$ cat config.mk
export PLATFORM = sky130hd
export DESIGN_NAME = two_voice_tone_synth_core
export DESIGN_NICKNAME = d
export VERILOG_FILES = /design/src/sv/tvts_pkg.sv /design/src/sv/tvts_datapath.sv /design/src/sv/tvts_ctrl.sv /design/src/sv/two_voice_tone_synth_core.sv
export SDC_FILE = /design/constraint.sdc
export NUM_CORES = 2
export LEC_CHECK = 0
export BUFFER_PORTS_ARGS = -buffer_cell sky130_fd_sc_hd__buf_2
export CELL_PAD_IN_SITES_DETAIL_PLACEMENT = 0
export CELL_PAD_IN_SITES_GLOBAL_PLACEMENT = 1
export CORE_MARGIN = 10
export CORE_UTILIZATION = 51
export DETAILED_ROUTE_END_ITERATION = 7
export PLACE_DENSITY = 0.8
export SYNTH_ARGS = -nofsm -noshare
export SYNTH_HDL_FRONTEND = slang
export SYNTH_HIERARCHICAL = 1
export SYNTH_SLANG_ARGS = --single-unit
$ cat constraint.sdc
create_clock -name clk -period 14.5 [get_ports clk]
set_input_delay 2.175 -clock clk [delete_from_list [all_inputs] [get_ports clk]]
set_output_delay 2.175 -clock clk [all_outputs]
set_load 0.1 [all_outputs]
$ cat src/sv/tvts_pkg.sv
// types, constants and rom tables of the two-voice tone synth
`default_nettype none
package tvts_pkg;

  localparam int PHASE_BITS      = 32;
  localparam int STEPS_PER_TRACK = 16;
  localparam int TRACK_COUNT     = 3;
  localparam int STEP_W          = $clog2(STEPS_PER_TRACK);
  localparam int FREQ_W          = 17;
  localparam int NUM_W           = FREQ_W + PHASE_BITS;
  localparam int DEN_W           = 24;
  localparam int REM_W           = DEN_W + 1;
  localparam int DCNT_W          = $clog2(NUM_W + 1);
  localparam int SR_W            = 17;
  localparam int UNIT_W          = 9;
  localparam int PROD_W          = SR_W + UNIT_W;
  localparam int CNT_W           = 16;
  localparam int VOL_W           = 13;
  localparam int MS_W            = 9;
  localparam int TICK_W          = 3;
  localparam int MIX_W           = 18;
  localparam int AMP_MELODY      = 1802;
  localparam int AMP_BASS        = 1475;
  localparam int CLIP            = 29491;
  localparam int NOTE_TICK_UNITS = 115;
  localparam int MS_DIV          = 1000;
  localparam int CENTI           = 100;
  // divide by 1000 as multiply by ceil(2^36 / 1000), exact for products below 2^26
  localparam int RECIP_SHIFT     = 36;
  localparam int RECIP_W         = 27;
  localparam logic [RECIP_W-1:0] MS_RECIP = 27'd68719477;
  localparam int CPROD_W         = PROD_W + RECIP_W;
  localparam int CNT_WAIT        = 2;

  localparam logic [1:0] REQ_TICK    = 2'd0;
  localparam logic [1:0] REQ_EVENT   = 2'd1;
  localparam logic [1:0] REQ_RESTART = 2'd2;

  localparam logic [1:0] CFG_SOUND_EN = 2'd0;
  localparam logic [1:0] CFG_TRACK    = 2'd1;
  localparam logic [1:0] CFG_RATE     = 2'd2;

  typedef struct packed {
    logic [1:0] req_type;
    logic [7:0] event_flags;
  } in_item_t;

  typedef struct packed {
    logic signed [15:0] sample_out;
    logic [3:0]         note_position;
  } out_item_t;

  typedef enum logic [2:0] {
    ST_IDLE, ST_DECODE, ST_DIV_GO, ST_DIV_WAIT, ST_MIX
  } state_t;

  typedef enum logic [2:0] {
    OP_MEL, OP_BAS, OP_NCNT, OP_EINC, OP_ECNT
  } div_op_t;

  typedef struct packed {
    logic    capture;
    logic    restart;
    logic    silent;
    logic    div_start;
    logic    div_store;
    logic    mix;
    div_op_t op;
  } dp_cmd_t;

  typedef struct packed {
    logic [1:0] req;
    logic       sound_on;
    logic       music_on;
    logic       note_due;
    logic       track_bad;
    logic       flags_nz;
    logic       div_done;
  } dp_stat_t;

  typedef struct packed {
    logic [FREQ_W-1:0] mel;
    logic [FREQ_W-1:0] bas;
    logic [TICK_W-1:0] ticks;
  } note_row_t;

  typedef struct packed {
    logic [FREQ_W-1:0] freq;
    logic [MS_W-1:0]   ms;
    logic [VOL_W-1:0]  vol;
  } tone_row_t;

  function automatic note_row_t nr(input int m, input int b, input int t);
    nr = '{mel: FREQ_W'(m), bas: FREQ_W'(b), ticks: TICK_W'(t)};
  endfunction

  function automatic note_row_t note_of(input logic [1:0] trk, input logic [3:0] stp);
    case ({trk, stp})
      6'd0:  note_of = nr(32963, 8241, 2);   6'd1:  note_of = nr(39200, 8241, 2);
      6'd2:  note_of = nr(49388, 9800, 2);   6'd3:  note_of = nr(39200, 9800, 2);
      6'd4:  note_of = nr(34923, 8731, 2);   6'd5:  note_of = nr(44000, 8731, 2);
      6'd6:  note_of = nr(52325, 11000, 2);  6'd7:  note_of = nr(44000, 11000, 2);
      6'd8:  note_of = nr(39200, 9800, 2);   6'd9:  note_of = nr(49388, 9800, 2);
      6'd10: note_of = nr(58733, 12347, 2);  6'd11: note_of = nr(49388, 12347, 2);
      6'd12: note_of = nr(34923, 8731, 2);   6'd13: note_of = nr(44000, 8731, 2);
      6'd14: note_of = nr(32963, 8241, 2);   6'd15: note_of = nr(26163, 6541, 4);
      6'd16: note_of = nr(26163, 6541, 1);   6'd17: note_of = nr(29366, 6541, 1);
      6'd18: note_of = nr(31113, 7778, 1);   6'd19: note_of = nr(39200, 7778, 1);
      6'd20: note_of = nr(36999, 7342, 2);   6'd21: note_of = nr(31113, 7342, 2);
      6'd22: note_of = nr(29366, 6541, 1);   6'd23: note_of = nr(34923, 6541, 1);
      6'd24: note_of = nr(44000, 8731, 2);   6'd25: note_of = nr(34923, 8731, 2);
      6'd26: note_of = nr(32963, 8241, 1);   6'd27: note_of = nr(39200, 8241, 1);
      6'd28: note_of = nr(49388, 9800, 2);   6'd29: note_of = nr(39200, 9800, 2);
      6'd30: note_of = nr(29366, 7342, 2);   6'd31: note_of = nr(24694, 6174, 4);
      6'd32: note_of = nr(22000, 5500, 2);   6'd33: note_of = nr(27718, 6930, 2);
      6'd34: note_of = nr(32963, 8241, 2);   6'd35: note_of = nr(41530, 10383, 2);
      6'd36: note_of = nr(39200, 9800, 1);   6'd37: note_of = nr(32963, 8241, 1);
      6'd38: note_of = nr(27718, 6930, 2);   6'd39: note_of = nr(24694, 6174, 2);
      6'd40: note_of = nr(29366, 7342, 2);   6'd41: note_of = nr(36999, 9250, 2);
      6'd42: note_of = nr(44000, 11000, 2);  6'd43: note_of = nr(55437, 13859, 2);
      6'd44: note_of = nr(49388, 12347, 1);  6'd45: note_of = nr(44000, 11000, 1);
      6'd46: note_of = nr(36999, 9250, 2);   6'd47: note_of = nr(22000, 5500, 4);
      default: note_of = nr(0, 0, 0);
    endcase
  endfunction

  function automatic tone_row_t tone_of(input logic [2:0] idx);
    case (idx)
      3'd0:    tone_of = '{FREQ_W'(11500), MS_W'(20),  VOL_W'(1638)};
      3'd1:    tone_of = '{FREQ_W'(19000), MS_W'(30),  VOL_W'(2621)};
      3'd2:    tone_of = '{FREQ_W'(7500),  MS_W'(45),  VOL_W'(3277)};
      3'd3:    tone_of = '{FREQ_W'(33000), MS_W'(110), VOL_W'(3932)};
      3'd4:    tone_of = '{FREQ_W'(52200), MS_W'(180), VOL_W'(4588)};
      3'd5:    tone_of = '{FREQ_W'(66000), MS_W'(180), VOL_W'(3932)};
      3'd6:    tone_of = '{FREQ_W'(5500),  MS_W'(500), VOL_W'(5898)};
      default: tone_of = '{FREQ_W'(88000), MS_W'(420), VOL_W'(4260)};
    endcase
  endfunction

  // index of the highest set flag
  function automatic logic [2:0] top_flag(input logic [7:0] flags);
    logic [2:0] idx;
    idx = '0;
    for (int i = 0; i < 8; i++) begin
      if (flags[i]) idx = 3'(i);
    end
    return idx;
  endfunction

endpackage
`default_nettype wire

$ cat src/sv/tvts_datapath.sv
// voice state, shared restoring divider, count multiplier and sample mixer
`default_nettype none
module tvts_datapath import tvts_pkg::*; (
  input  logic            clk,
  input  logic            rst,
  input  logic            cfg_valid,
  input  logic [1:0]      cfg_index,
  input  logic [SR_W-1:0] cfg_data,
  input  in_item_t        in_data,
  input  dp_cmd_t         cmd,
  output dp_stat_t        stat,
  output out_item_t       mix_item
);

  logic                  sound_enabled;
  logic [2:0]            track_select;
  logic [SR_W-1:0]       sample_rate_hz;
  logic [1:0]            req_q;
  logic [7:0]            flags_q;
  logic [STEP_W-1:0]     step_index;
  logic [CNT_W-1:0]      note_samples_left;
  logic [PHASE_BITS-1:0] melody_phase, bass_phase, effect_phase;
  logic [PHASE_BITS-1:0] melody_increment, bass_increment, effect_increment;
  logic [CNT_W-1:0]      effect_samples_left;
  logic [VOL_W-1:0]      effect_volume;

  logic [NUM_W-1:0]      div_num;
  logic [REM_W-1:0]      div_rem;
  logic [DEN_W-1:0]      div_den;
  logic [PHASE_BITS-1:0] div_quo;
  logic [DCNT_W-1:0]     div_cnt;
  logic                  div_zero;
  logic [PROD_W-1:0]     prod;
  logic [CPROD_W-1:0]    cnt_prod;

  note_row_t             row;
  tone_row_t             tone;
  logic [UNIT_W-1:0]     units;
  logic                  is_count;
  logic [FREQ_W-1:0]     freq_sel;
  logic [NUM_W-1:0]      num_in;
  logic [DEN_W-1:0]      den_in;
  logic [REM_W-1:0]      rem_sh;
  logic                  rem_ge;
  logic [PHASE_BITS-1:0] inc_res;
  logic [CNT_W-1:0]      cnt_res;
  logic [STEP_W-1:0]     step_next;

  logic                     music, mel_on, bas_on, eff_on;
  logic [15:0]              tri_t;
  logic signed [MIX_W-1:0]  tri_v;
  logic signed [28:0]       tri_p;
  logic signed [28:0]       tri_q;
  logic signed [MIX_W-1:0]  s_mel, s_bas, s_eff, s_sum;
  logic signed [15:0]       s_clip;

  assign row      = note_of(track_select[1:0], step_index);
  assign tone     = tone_of(top_flag(flags_q));
  assign units    = (req_q == REQ_EVENT) ? tone.ms
                                         : UNIT_W'(NOTE_TICK_UNITS * row.ticks);
  assign is_count = (cmd.op == OP_NCNT) || (cmd.op == OP_ECNT);
  assign freq_sel = (cmd.op == OP_MEL) ? row.mel :
                    (cmd.op == OP_BAS) ? row.bas : tone.freq;
  assign num_in   = is_count ? NUM_W'(prod) : {freq_sel, {PHASE_BITS{1'b0}}};
  assign den_in   = is_count ? DEN_W'(MS_DIV) : DEN_W'(sample_rate_hz) * DEN_W'(CENTI);
  assign rem_sh   = {div_rem[DEN_W-1:0], div_num[NUM_W-1]};
  assign rem_ge   = rem_sh >= REM_W'(div_den);
  assign inc_res  = div_zero ? '0 : div_quo;
  assign cnt_res  = (|cnt_prod[CPROD_W-1:RECIP_SHIFT+CNT_W]) ? {CNT_W{1'b1}}
                                                             : cnt_prod[RECIP_SHIFT +: CNT_W];
  assign step_next = (step_index == STEP_W'(STEPS_PER_TRACK - 1)) ? '0 : step_index + 1'b1;

  assign music  = sound_enabled && !track_select[2];
  assign mel_on = music && (melody_increment != '0);
  assign bas_on = music && (bass_increment != '0);
  assign eff_on = sound_enabled && (effect_samples_left != '0) && (effect_increment != '0);

  // triangle from the top phase bits, scaled with truncation toward zero
  assign tri_t = bass_phase[PHASE_BITS-1 -: 16];
  assign tri_v = !tri_t[15] ? $signed({1'b0, tri_t, 1'b0}) - MIX_W'(32768)
                            : MIX_W'(98304) - $signed({1'b0, tri_t, 1'b0});
  assign tri_p = 29'(tri_v) * 29'(AMP_BASS);
  assign tri_q = tri_p[28] ? (tri_p + 29'(32767)) >>> 15 : tri_p >>> 15;

  assign s_mel = !mel_on ? '0 : melody_phase[PHASE_BITS-1] ? -MIX_W'(AMP_MELODY)
                                                           : MIX_W'(AMP_MELODY);
  assign s_bas = bas_on ? MIX_W'(tri_q) : '0;
  assign s_eff = !eff_on ? '0 : effect_phase[PHASE_BITS-1]
                 ? -$signed({5'b0, effect_volume}) : $signed({5'b0, effect_volume});
  assign s_sum = s_mel + s_bas + s_eff;
  assign s_clip = (s_sum > MIX_W'(CLIP))  ? 16'(CLIP) :
                  (s_sum < -MIX_W'(CLIP)) ? -16'(CLIP) : 16'(s_sum);

  assign mix_item.sample_out    = s_clip;
  assign mix_item.note_position = 4'(step_index);

  assign stat.req       = req_q;
  assign stat.sound_on  = sound_enabled;
  assign stat.music_on  = !track_select[2];
  assign stat.note_due  = note_samples_left == '0;
  assign stat.track_bad = track_select[1:0] >= 2'(TRACK_COUNT);
  assign stat.flags_nz  = flags_q != '0;
  assign stat.div_done  = div_cnt == '0;

  always_ff @(posedge clk) begin
    prod     <= PROD_W'(sample_rate_hz) * PROD_W'(units);
    cnt_prod <= CPROD_W'(prod) * CPROD_W'(MS_RECIP);
    if (cmd.capture) begin
      req_q   <= in_data.req_type;
      flags_q <= in_data.event_flags;
    end
    if (cmd.div_start) begin
      div_num  <= num_in;
      div_den  <= den_in;
      div_rem  <= '0;
      div_quo  <= '0;
      div_zero <= den_in == '0;
    end else if (div_cnt != '0) begin
      div_num <= {div_num[NUM_W-2:0], 1'b0};
      div_rem <= rem_ge ? rem_sh - REM_W'(div_den) : rem_sh;
      div_quo <= {div_quo[PHASE_BITS-2:0], rem_ge};
    end
  end

  always_ff @(posedge clk) begin
    if (rst) begin
      sound_enabled       <= 1'b1;
      track_select        <= '0;
      sample_rate_hz      <= SR_W'(48000);
      step_index          <= '0;
      note_samples_left   <= '0;
      melody_phase        <= '0;
      bass_phase          <= '0;
      effect_phase        <= '0;
      melody_increment    <= '0;
      bass_increment      <= '0;
      effect_increment    <= '0;
      effect_samples_left <= '0;
      effect_volume       <= '0;
      div_cnt             <= '0;
    end else begin
      if (cmd.div_start) begin
        div_cnt <= is_count ? DCNT_W'(CNT_WAIT) : DCNT_W'(NUM_W);
      end else if (div_cnt != '0) begin
        div_cnt <= div_cnt - 1'b1;
      end
      if (cmd.restart) begin
        step_index        <= '0;
        note_samples_left <= '0;
        melody_phase      <= '0;
        bass_phase        <= '0;
      end
      if (cmd.silent) begin
        melody_increment  <= '0;
        bass_increment    <= '0;
        note_samples_left <= '0;
      end
      if (cmd.div_store) begin
        case (cmd.op)
          OP_MEL:  melody_increment <= inc_res;
          OP_BAS:  bass_increment   <= inc_res;
          OP_NCNT: begin
            note_samples_left <= cnt_res;
            step_index        <= step_next;
          end
          OP_EINC: effect_increment <= inc_res;
          OP_ECNT: begin
            effect_samples_left <= cnt_res;
            effect_volume       <= tone.vol;
            effect_phase        <= '0;
          end
          default: ;
        endcase
      end
      if (cmd.mix) begin
        if (mel_on) melody_phase <= melody_phase + melody_increment;
        if (bas_on) bass_phase <= bass_phase + bass_increment;
        if (music && note_samples_left != '0) note_samples_left <= note_samples_left - 1'b1;
        if (eff_on) begin
          effect_phase        <= effect_phase + effect_increment;
          effect_samples_left <= effect_samples_left - 1'b1;
        end
      end
      if (cfg_valid) begin
        unique case (cfg_index)
          CFG_SOUND_EN: begin
            sound_enabled <= cfg_data[0];
            if (!cfg_data[0]) effect_samples_left <= '0;
          end
          CFG_TRACK: track_select   <= cfg_data[2:0];
          CFG_RATE:  sample_rate_hz <= cfg_data;
          default: ;
        endcase
      end
    end
  end

endmodule
`default_nettype wire

$ cat src/sv/tvts_ctrl.sv
// controller sequencing requests, note loads and effect loads
`default_nettype none
module tvts_ctrl import tvts_pkg::*; (
  input  logic     clk,
  input  logic     rst,
  input  logic     in_valid,
  input  logic     out_free,
  input  dp_stat_t stat,
  output logic     in_ready,
  output dp_cmd_t  cmd
);

  state_t  state, state_next;
  div_op_t op, op_next;

  always_ff @(posedge clk) begin
    if (rst) begin
      state <= ST_IDLE;
      op    <= OP_MEL;
    end else begin
      state <= state_next;
      op    <= op_next;
    end
  end

  always_comb begin
    state_next = state;
    op_next    = op;
    in_ready   = 1'b0;
    cmd        = '0;
    cmd.op     = op;
    unique case (state)
      ST_IDLE: begin
        in_ready = 1'b1;
        if (in_valid) begin
          cmd.capture = 1'b1;
          state_next  = ST_DECODE;
        end
      end
      ST_DECODE: begin
        case (stat.req)
          REQ_TICK: begin
            if (stat.sound_on && stat.music_on && stat.note_due) begin
              if (stat.track_bad) begin
                cmd.silent = 1'b1;
                state_next = ST_MIX;
              end else begin
                op_next    = OP_MEL;
                state_next = ST_DIV_GO;
              end
            end else begin
              state_next = ST_MIX;
            end
          end
          REQ_EVENT: begin
            if (stat.sound_on && stat.flags_nz) begin
              op_next    = OP_EINC;
              state_next = ST_DIV_GO;
            end else begin
              state_next = ST_IDLE;
            end
          end
          REQ_RESTART: begin
            cmd.restart = 1'b1;
            state_next  = ST_IDLE;
          end
          default: state_next = ST_IDLE;
        endcase
      end
      ST_DIV_GO: begin
        cmd.div_start = 1'b1;
        state_next    = ST_DIV_WAIT;
      end
      ST_DIV_WAIT: begin
        if (stat.div_done) begin
          cmd.div_store = 1'b1;
          unique case (op)
            OP_MEL:  begin op_next = OP_BAS;  state_next = ST_DIV_GO; end
            OP_BAS:  begin op_next = OP_NCNT; state_next = ST_DIV_GO; end
            OP_NCNT: state_next = ST_MIX;
            OP_EINC: begin op_next = OP_ECNT; state_next = ST_DIV_GO; end
            OP_ECNT: state_next = ST_IDLE;
            default: state_next = ST_IDLE;
          endcase
        end
      end
      ST_MIX: begin
        if (out_free) begin
          cmd.mix    = 1'b1;
          state_next = ST_IDLE;
        end
      end
      default: state_next = ST_IDLE;
    endcase
  end

endmodule
`default_nettype wire

$ cat src/sv/two_voice_tone_synth_core.sv
// top level of the two-voice tone synth: controller, datapath, output register
//
// channel  direction  payload            transfer when
// in       in         in_item_t          in_valid && in_ready
// out      out        out_item_t         out_valid && out_ready
// cfg      in         cfg_index/cfg_data cfg_valid && cfg_ready
//
// a tick without a note load passes IDLE, DECODE and MIX, where MIX waits for out_free
// a note load adds 2 divisions on the shared restoring divider
// and a note length step through the reciprocal multiplier
// an event with a flag set and sound on takes 1 division and a length step, others end after decode
// one item at a time; the next item is taken while a result waits in the output register
// synchronous reset, no clearing pass; cfg is always ready
`default_nettype none
module two_voice_tone_synth_core import tvts_pkg::*; (
  input  logic            clk,
  input  logic            rst,
  input  logic            in_valid,
  output logic            in_ready,
  input  in_item_t        in_data,
  output logic            out_valid,
  input  logic            out_ready,
  output out_item_t       out_data,
  input  logic            cfg_valid,
  output logic            cfg_ready,
  input  logic [1:0]      cfg_index,
  input  logic [SR_W-1:0] cfg_data
);

  dp_cmd_t   cmd;
  dp_stat_t  stat;
  out_item_t mix_item;
  logic      out_free;

  assign cfg_ready = 1'b1;
  assign out_free  = !out_valid || out_ready;

  tvts_ctrl u_ctrl (
    .clk      (clk),
    .rst      (rst),
    .in_valid (in_valid),
    .out_free (out_free),
    .stat     (stat),
    .in_ready (in_ready),
    .cmd      (cmd)
  );

  tvts_datapath u_dp (
    .clk       (clk),
    .rst       (rst),
    .cfg_valid (cfg_valid),
    .cfg_index (cfg_index),
    .cfg_data  (cfg_data),
    .in_data   (in_data),
    .cmd       (cmd),
    .stat      (stat),
    .mix_item  (mix_item)
  );

  always_ff @(posedge clk) begin
    if (rst) begin
      out_valid <= 1'b0;
    end else if (cmd.mix) begin
      out_valid <= 1'b1;
    end else if (out_ready) begin
      out_valid <= 1'b0;
    end
  end

  always_ff @(posedge clk) begin
    if (cmd.mix) out_data <= mix_item;
  end

endmodule
`default_nettype wire

==> impl_table.tex <==
\begin{tabular}{lr}
\hline
Metric & Value \\
\hline
\multicolumn{2}{l}{\textbf{Clocking}} \\
CTS-repair resized insts & 0 \\
Number of sinks on the clock net & around 480 \\
Clock buffers created by TritonCTS & 55 \\
Number of hold-repair buffers added at the cts stage & 0 \\
Clock transition at the registers of the reported paths & 0.06 ns \\
Worst-case clock buffer depth & 3 \\
Post-CTS setup repair buffer count & 0 \\
Clock network latency to the later pin of the worst-skew pair & 0.66 ns \\
Root buffer cell & sky130\_fd\_sc\_hd\_\_clkbuf\_16 \\
Number of H-tree branching levels & 2 \\
CTS tree & yes \\
\multicolumn{2}{l}{\textbf{Floorplanning}} \\
Placeable Area & 0.0937 sq mm \\
I/O pin count & 57 \\
Initial core utilization & 0.516 \\
Total Die Area & between 0.1 and 0.15 sq mm \\
Vertical die dimension & 328 microns \\
FP Rows & around 110 \\
Horiz. Die Dim & between 300 and 400 microns \\
\multicolumn{2}{l}{\textbf{Setup path}} \\
Signal arrival time at the worst endpoint & approximately 12 ns \\
Required time at the worst-slack endpoint & around 15 ns \\
Slowest library cell on the worst path & sky130\_fd\_sc\_hd\_\_fa\_1 \\
Critical path fanouts, max & 10 \\
Startpoint type of the worst setup path & register \\
Largest stage delay on the critical path & 0.56 ns \\
Crit Path Category & register to register \\
Type of destination of the critical path & register \\
\multicolumn{2}{l}{\textbf{Place}} \\
Total half-perimeter wirelength after legalization and detailed placement & around 98000 microns \\
Global placer's final weighted congestion & approximately 0.9 \\
Buffers added on ports & between 50 and 60 \\
Placement-stage worst setup slack & slightly above 3 ns \\
\multicolumn{2}{l}{\textbf{Drt}} \\
ANT nets after route & 0 \\
Number of design rule violations left after detail routing & 0 \\
Via Count & approximately 39000 \\
Routed wire per std cell & 18.6 microns \\
Number of vias per cell & roughly 5.6 \\
First-pass iteration count of the detailed router & 6 \\
Number of DRC markers after the initial detailed-route iteration & around 2700 \\
Wire length reported by the detailed router & 129000 microns \\
\multicolumn{2}{l}{\textbf{Layout}} \\
Footprint of the multi-input gates & 0.0340 sq mm \\
Register Area & 0.0106 sq mm \\
Fraction of layout instances using a drive strength above 1 & 0.0482 \\
Final-layout fill cell count & between 8000 and 9000 \\
Synth-to-layout area growth & 6.89\% \\
Final Net Count & between 6000 and 7000 \\
\multicolumn{2}{l}{\textbf{Yosys}} \\
Number of synthesized register bits & 476 \\
Average instance area after synthesis & around 8.5 sq um \\
Net count after synthesis & 6750 \\
Number of distinct library cells after synthesis & 100 \\
Gate count of the mapped netlist & 5692 \\
Post-synth ARST share & 0 \\
Post-synthesis instance area & approximately 0.048 sq mm \\
Sequential fraction of the synthesis area & 0.218 \\
Warnings from Yosys & 6 \\
EDFF count, synth & 102 \\
Most used flip-flop cell after synthesis & sky130\_fd\_sc\_hd\_\_dfxtp\_1 \\
\multicolumn{2}{l}{\textbf{Timing}} \\
Number of max-slew violations in the final report & 0 \\
Setup clock skew after layout & roughly 0.022 ns \\
Final period demand of the worst path & 11.33 ns \\
Max Fclk & between 0.08 and 0.09 GHz \\
Unrepaired setup endpoints after global routing & false \\
Worst-Margin Slew & 1.18 ns \\
Max\_slew headroom & 0.215 \\
Aggregate negative setup slack & 0 ns \\
Number of setup violations in the final report & 0 \\
Setup ws final & 3.17 ns \\
Final hold violation count & 0 \\
Post-route clock period utilization & 0.781 \\
\multicolumn{2}{l}{\textbf{GRT}} \\
Number of global-route vias before repair & 38100 \\
Aggregate global-route resource usage & 0.238 \\
Global-route wire length before repair & approximately 210000 microns \\
Number of antenna violations at the first check in global routing & 7 \\
Maximum number of pins on one net before global-route repair & roughly 180 \\
Leftover overflow at the end of global routing & 0 \\
\multicolumn{2}{l}{\textbf{Min path}} \\
Hold Crit Class & register to register \\
\multicolumn{2}{l}{\textbf{Status}} \\
Result of the run & completed \\
\multicolumn{2}{l}{\textbf{Job}} \\
MaxCap Viol Count & 0 \\
\hline
\end{tabular}
-- worst max-delay path, delay by kind of cell (launching register included) --
kind	cells	cell delay, ns
adder cells (fa/ha/maj)	9	3.98
AND/OR/NAND/NOR	14	3.34
AO/OA/AOI/OAI	10	2.16
XOR/XNOR	3	0.77
buffers and inverters	6	0.46
flip-flops	1	0.34
-- final timing paths --
path                  startpoint  slack (ns)                to  depth (start not counted)
max reg2reg  u_dp/bass_phase[20]        3.17      out_data[10]                         42
min reg2reg     u_dp/div_quo[31]        0.45  u_dp/div_quo[31]                          2
max          u_dp/bass_phase[20]        3.17      out_data[10]                         42
min             u_dp/div_quo[31]        0.45  u_dp/div_quo[31]                          2
-- state kept, by name (all words and copies together), names as in the netlist, 16 cells and up --
signal                    cells
out_data                     20
u_dp/cnt_prod                17
u_dp/bass_phase              32
u_dp/bass_increment          32
u_dp/prod                    26
u_dp/melody_increment        32
u_dp/note_samples_left       16
u_dp/div_den                 22
u_dp/div_rem                 24
u_dp/melody_phase            32
u_dp/effect_samples_left     16
u_dp/sample_rate_hz          17
u_dp/div_quo                 32
u_dp/effect_increment        32
u_dp/div_num                 49
u_dp/effect_phase            32
-- cells by family (layout without fill, tap and decap cells) --
kind of cell             Yosys count  count (layout)  synth area share
buffers and inverters           1043            1016            0.0814
AND/OR/NAND/NOR                 1680            1680             0.166
adder cells (fa/ha/maj)         1026            1026             0.328
AO/OA/AOI/OAI                   1220            1220             0.160
multiplexers                      23              23           0.00561
flip-flops                       476             476             0.218
XOR/XNOR                         223             223            0.0404
other                              1               2         0.0000775
-- cell usage after synthesis, types with 22 or more instances --
| master | count | area (sq um) |
|---|---|---|
| sky130_fd_sc_hd__inv_1 | 803 | 3010 |
| sky130_fd_sc_hd__ha_1 | 618 | 7730 |
| sky130_fd_sc_hd__nand2_1 | 615 | 2310 |
| sky130_fd_sc_hd__a21oi_1 | 468 | 2340 |
| sky130_fd_sc_hd__fa_1 | 406 | 8130 |
| sky130_fd_sc_hd__dfxtp_1 | 374 | 7490 |
| sky130_fd_sc_hd__nor2_1 | 349 | 1310 |
| sky130_fd_sc_hd__clkbuf_1 | 208 | 781 |
| sky130_fd_sc_hd__o21ai_0 | 192 | 961 |
| sky130_fd_sc_hd__nand3_1 | 156 | 781 |
| sky130_fd_sc_hd__xnor2_1 | 156 | 1370 |
| sky130_fd_sc_hd__a21o_1 | 105 | 788 |
| sky130_fd_sc_hd__edfxtp_1 | 102 | 3060 |
| sky130_fd_sc_hd__nor3_1 | 83 | 415 |
| sky130_fd_sc_hd__nor2b_1 | 81 | 507 |
| sky130_fd_sc_hd__xor2_1 | 67 | 587 |
| sky130_fd_sc_hd__a211oi_1 | 62 | 465 |
| sky130_fd_sc_hd__and2_1 | 60 | 375 |
| sky130_fd_sc_hd__o211ai_1 | 51 | 383 |
| sky130_fd_sc_hd__nor4_1 | 50 | 313 |
| sky130_fd_sc_hd__a31oi_1 | 49 | 307 |
| sky130_fd_sc_hd__nand2b_1 | 48 | 300 |
| sky130_fd_sc_hd__nand3b_1 | 43 | 323 |
| sky130_fd_sc_hd__nor3b_1 | 36 | 270 |
| sky130_fd_sc_hd__or3_1 | 33 | 206 |
| sky130_fd_sc_hd__o21a_1 | 32 | 240 |
| sky130_fd_sc_hd__o2bb2ai_1 | 32 | 280 |
| sky130_fd_sc_hd__a311oi_1 | 28 | 245 |
| sky130_fd_sc_hd__o31ai_1 | 28 | 210 |
| sky130_fd_sc_hd__nand4_1 | 27 | 169 |
| sky130_fd_sc_hd__o21bai_1 | 24 | 180 |
| sky130_fd_sc_hd__and3_1 | 23 | 144 |
| sky130_fd_sc_hd__or2_2 | 23 | 144 |
| sky130_fd_sc_hd__buf_1 | 22 | 82.6 |
-- cells in the final DEF (no fill, tap or decap), types with 28 or more instances in the layout --
cell / n
sky130_fd_sc_hd__nor2_1: 346
sky130_fd_sc_hd__o21a_1: 32
sky130_fd_sc_hd__nor4_1: 49
sky130_fd_sc_hd__nand2_1: 613
sky130_fd_sc_hd__xor2_1: 67
sky130_fd_sc_hd__buf_4: 50
sky130_fd_sc_hd__inv_1: 802
sky130_fd_sc_hd__and2_1: 60
sky130_fd_sc_hd__edfxtp_1: 102
sky130_fd_sc_hd__a21oi_1: 467
sky130_fd_sc_hd__a311oi_1: 28
sky130_fd_sc_hd__buf_2: 54
sky130_fd_sc_hd__clkbuf_16: 56
sky130_fd_sc_hd__dfxtp_1: 373
sky130_fd_sc_hd__or3_1: 33
sky130_fd_sc_hd__o211ai_1: 51
sky130_fd_sc_hd__nor2b_1: 81
sky130_fd_sc_hd__nor3b_1: 36
sky130_fd_sc_hd__nand3b_1: 43
sky130_fd_sc_hd__o2bb2ai_1: 32
sky130_fd_sc_hd__nand3_1: 155
sky130_fd_sc_hd__ha_1: 618
sky130_fd_sc_hd__a211oi_1: 62
sky130_fd_sc_hd__a21o_1: 105
sky130_fd_sc_hd__xnor2_1: 156
sky130_fd_sc_hd__fa_1: 406
sky130_fd_sc_hd__o21ai_0: 192
sky130_fd_sc_hd__a31oi_1: 49
sky130_fd_sc_hd__nor3_1: 82
sky130_fd_sc_hd__nand2b_1: 48
-- final cells by class --
cell class,count,share of cell area
clock buffers,79,0.0307
inverters,807,0.0586
multi-input cells,4173,0.657
flip-flops and latches,476,0.204
well taps,1254,0.0303
diodes,1,0.0000484
repair buffers,106,0.0132
clock inverters,24,0.00629
-- layer usage --
| metal | GRT usage | up-vias | routed length (microns) |
|---|---|---|---|
| met5 | 0 | - | 49 |
| met4 | 0.0586 | 8 | 2930 |
| met3 | 0.0228 | 169 | 5150 |
| met2 | 0.400 | 803 | 61400 |
| met1 | 0.326 | 19000 | 59500 |
| li1 | - | 19200 | - |
-- metrics by stage --
stage / hold slack (ns) / cell area (sq um) / cells / utilization
finish: 0.452 / 51700 / 6920 / 0.552
detailed placement: 0.445 / 49800 / 6816 / 0.531
floorplan: 0.427 / 48400 / 5692 / -
CTS: 0.452 / 51700 / 6919 / 0.552
global route: 0.482 / 51700 / 6919 / 0.552
global placement: 0.435 / 49800 / 6816 / 0.531
Power is not shown: default switching activity piles up to over one toggle a cycle in this logic, so the estimate is an artifact.
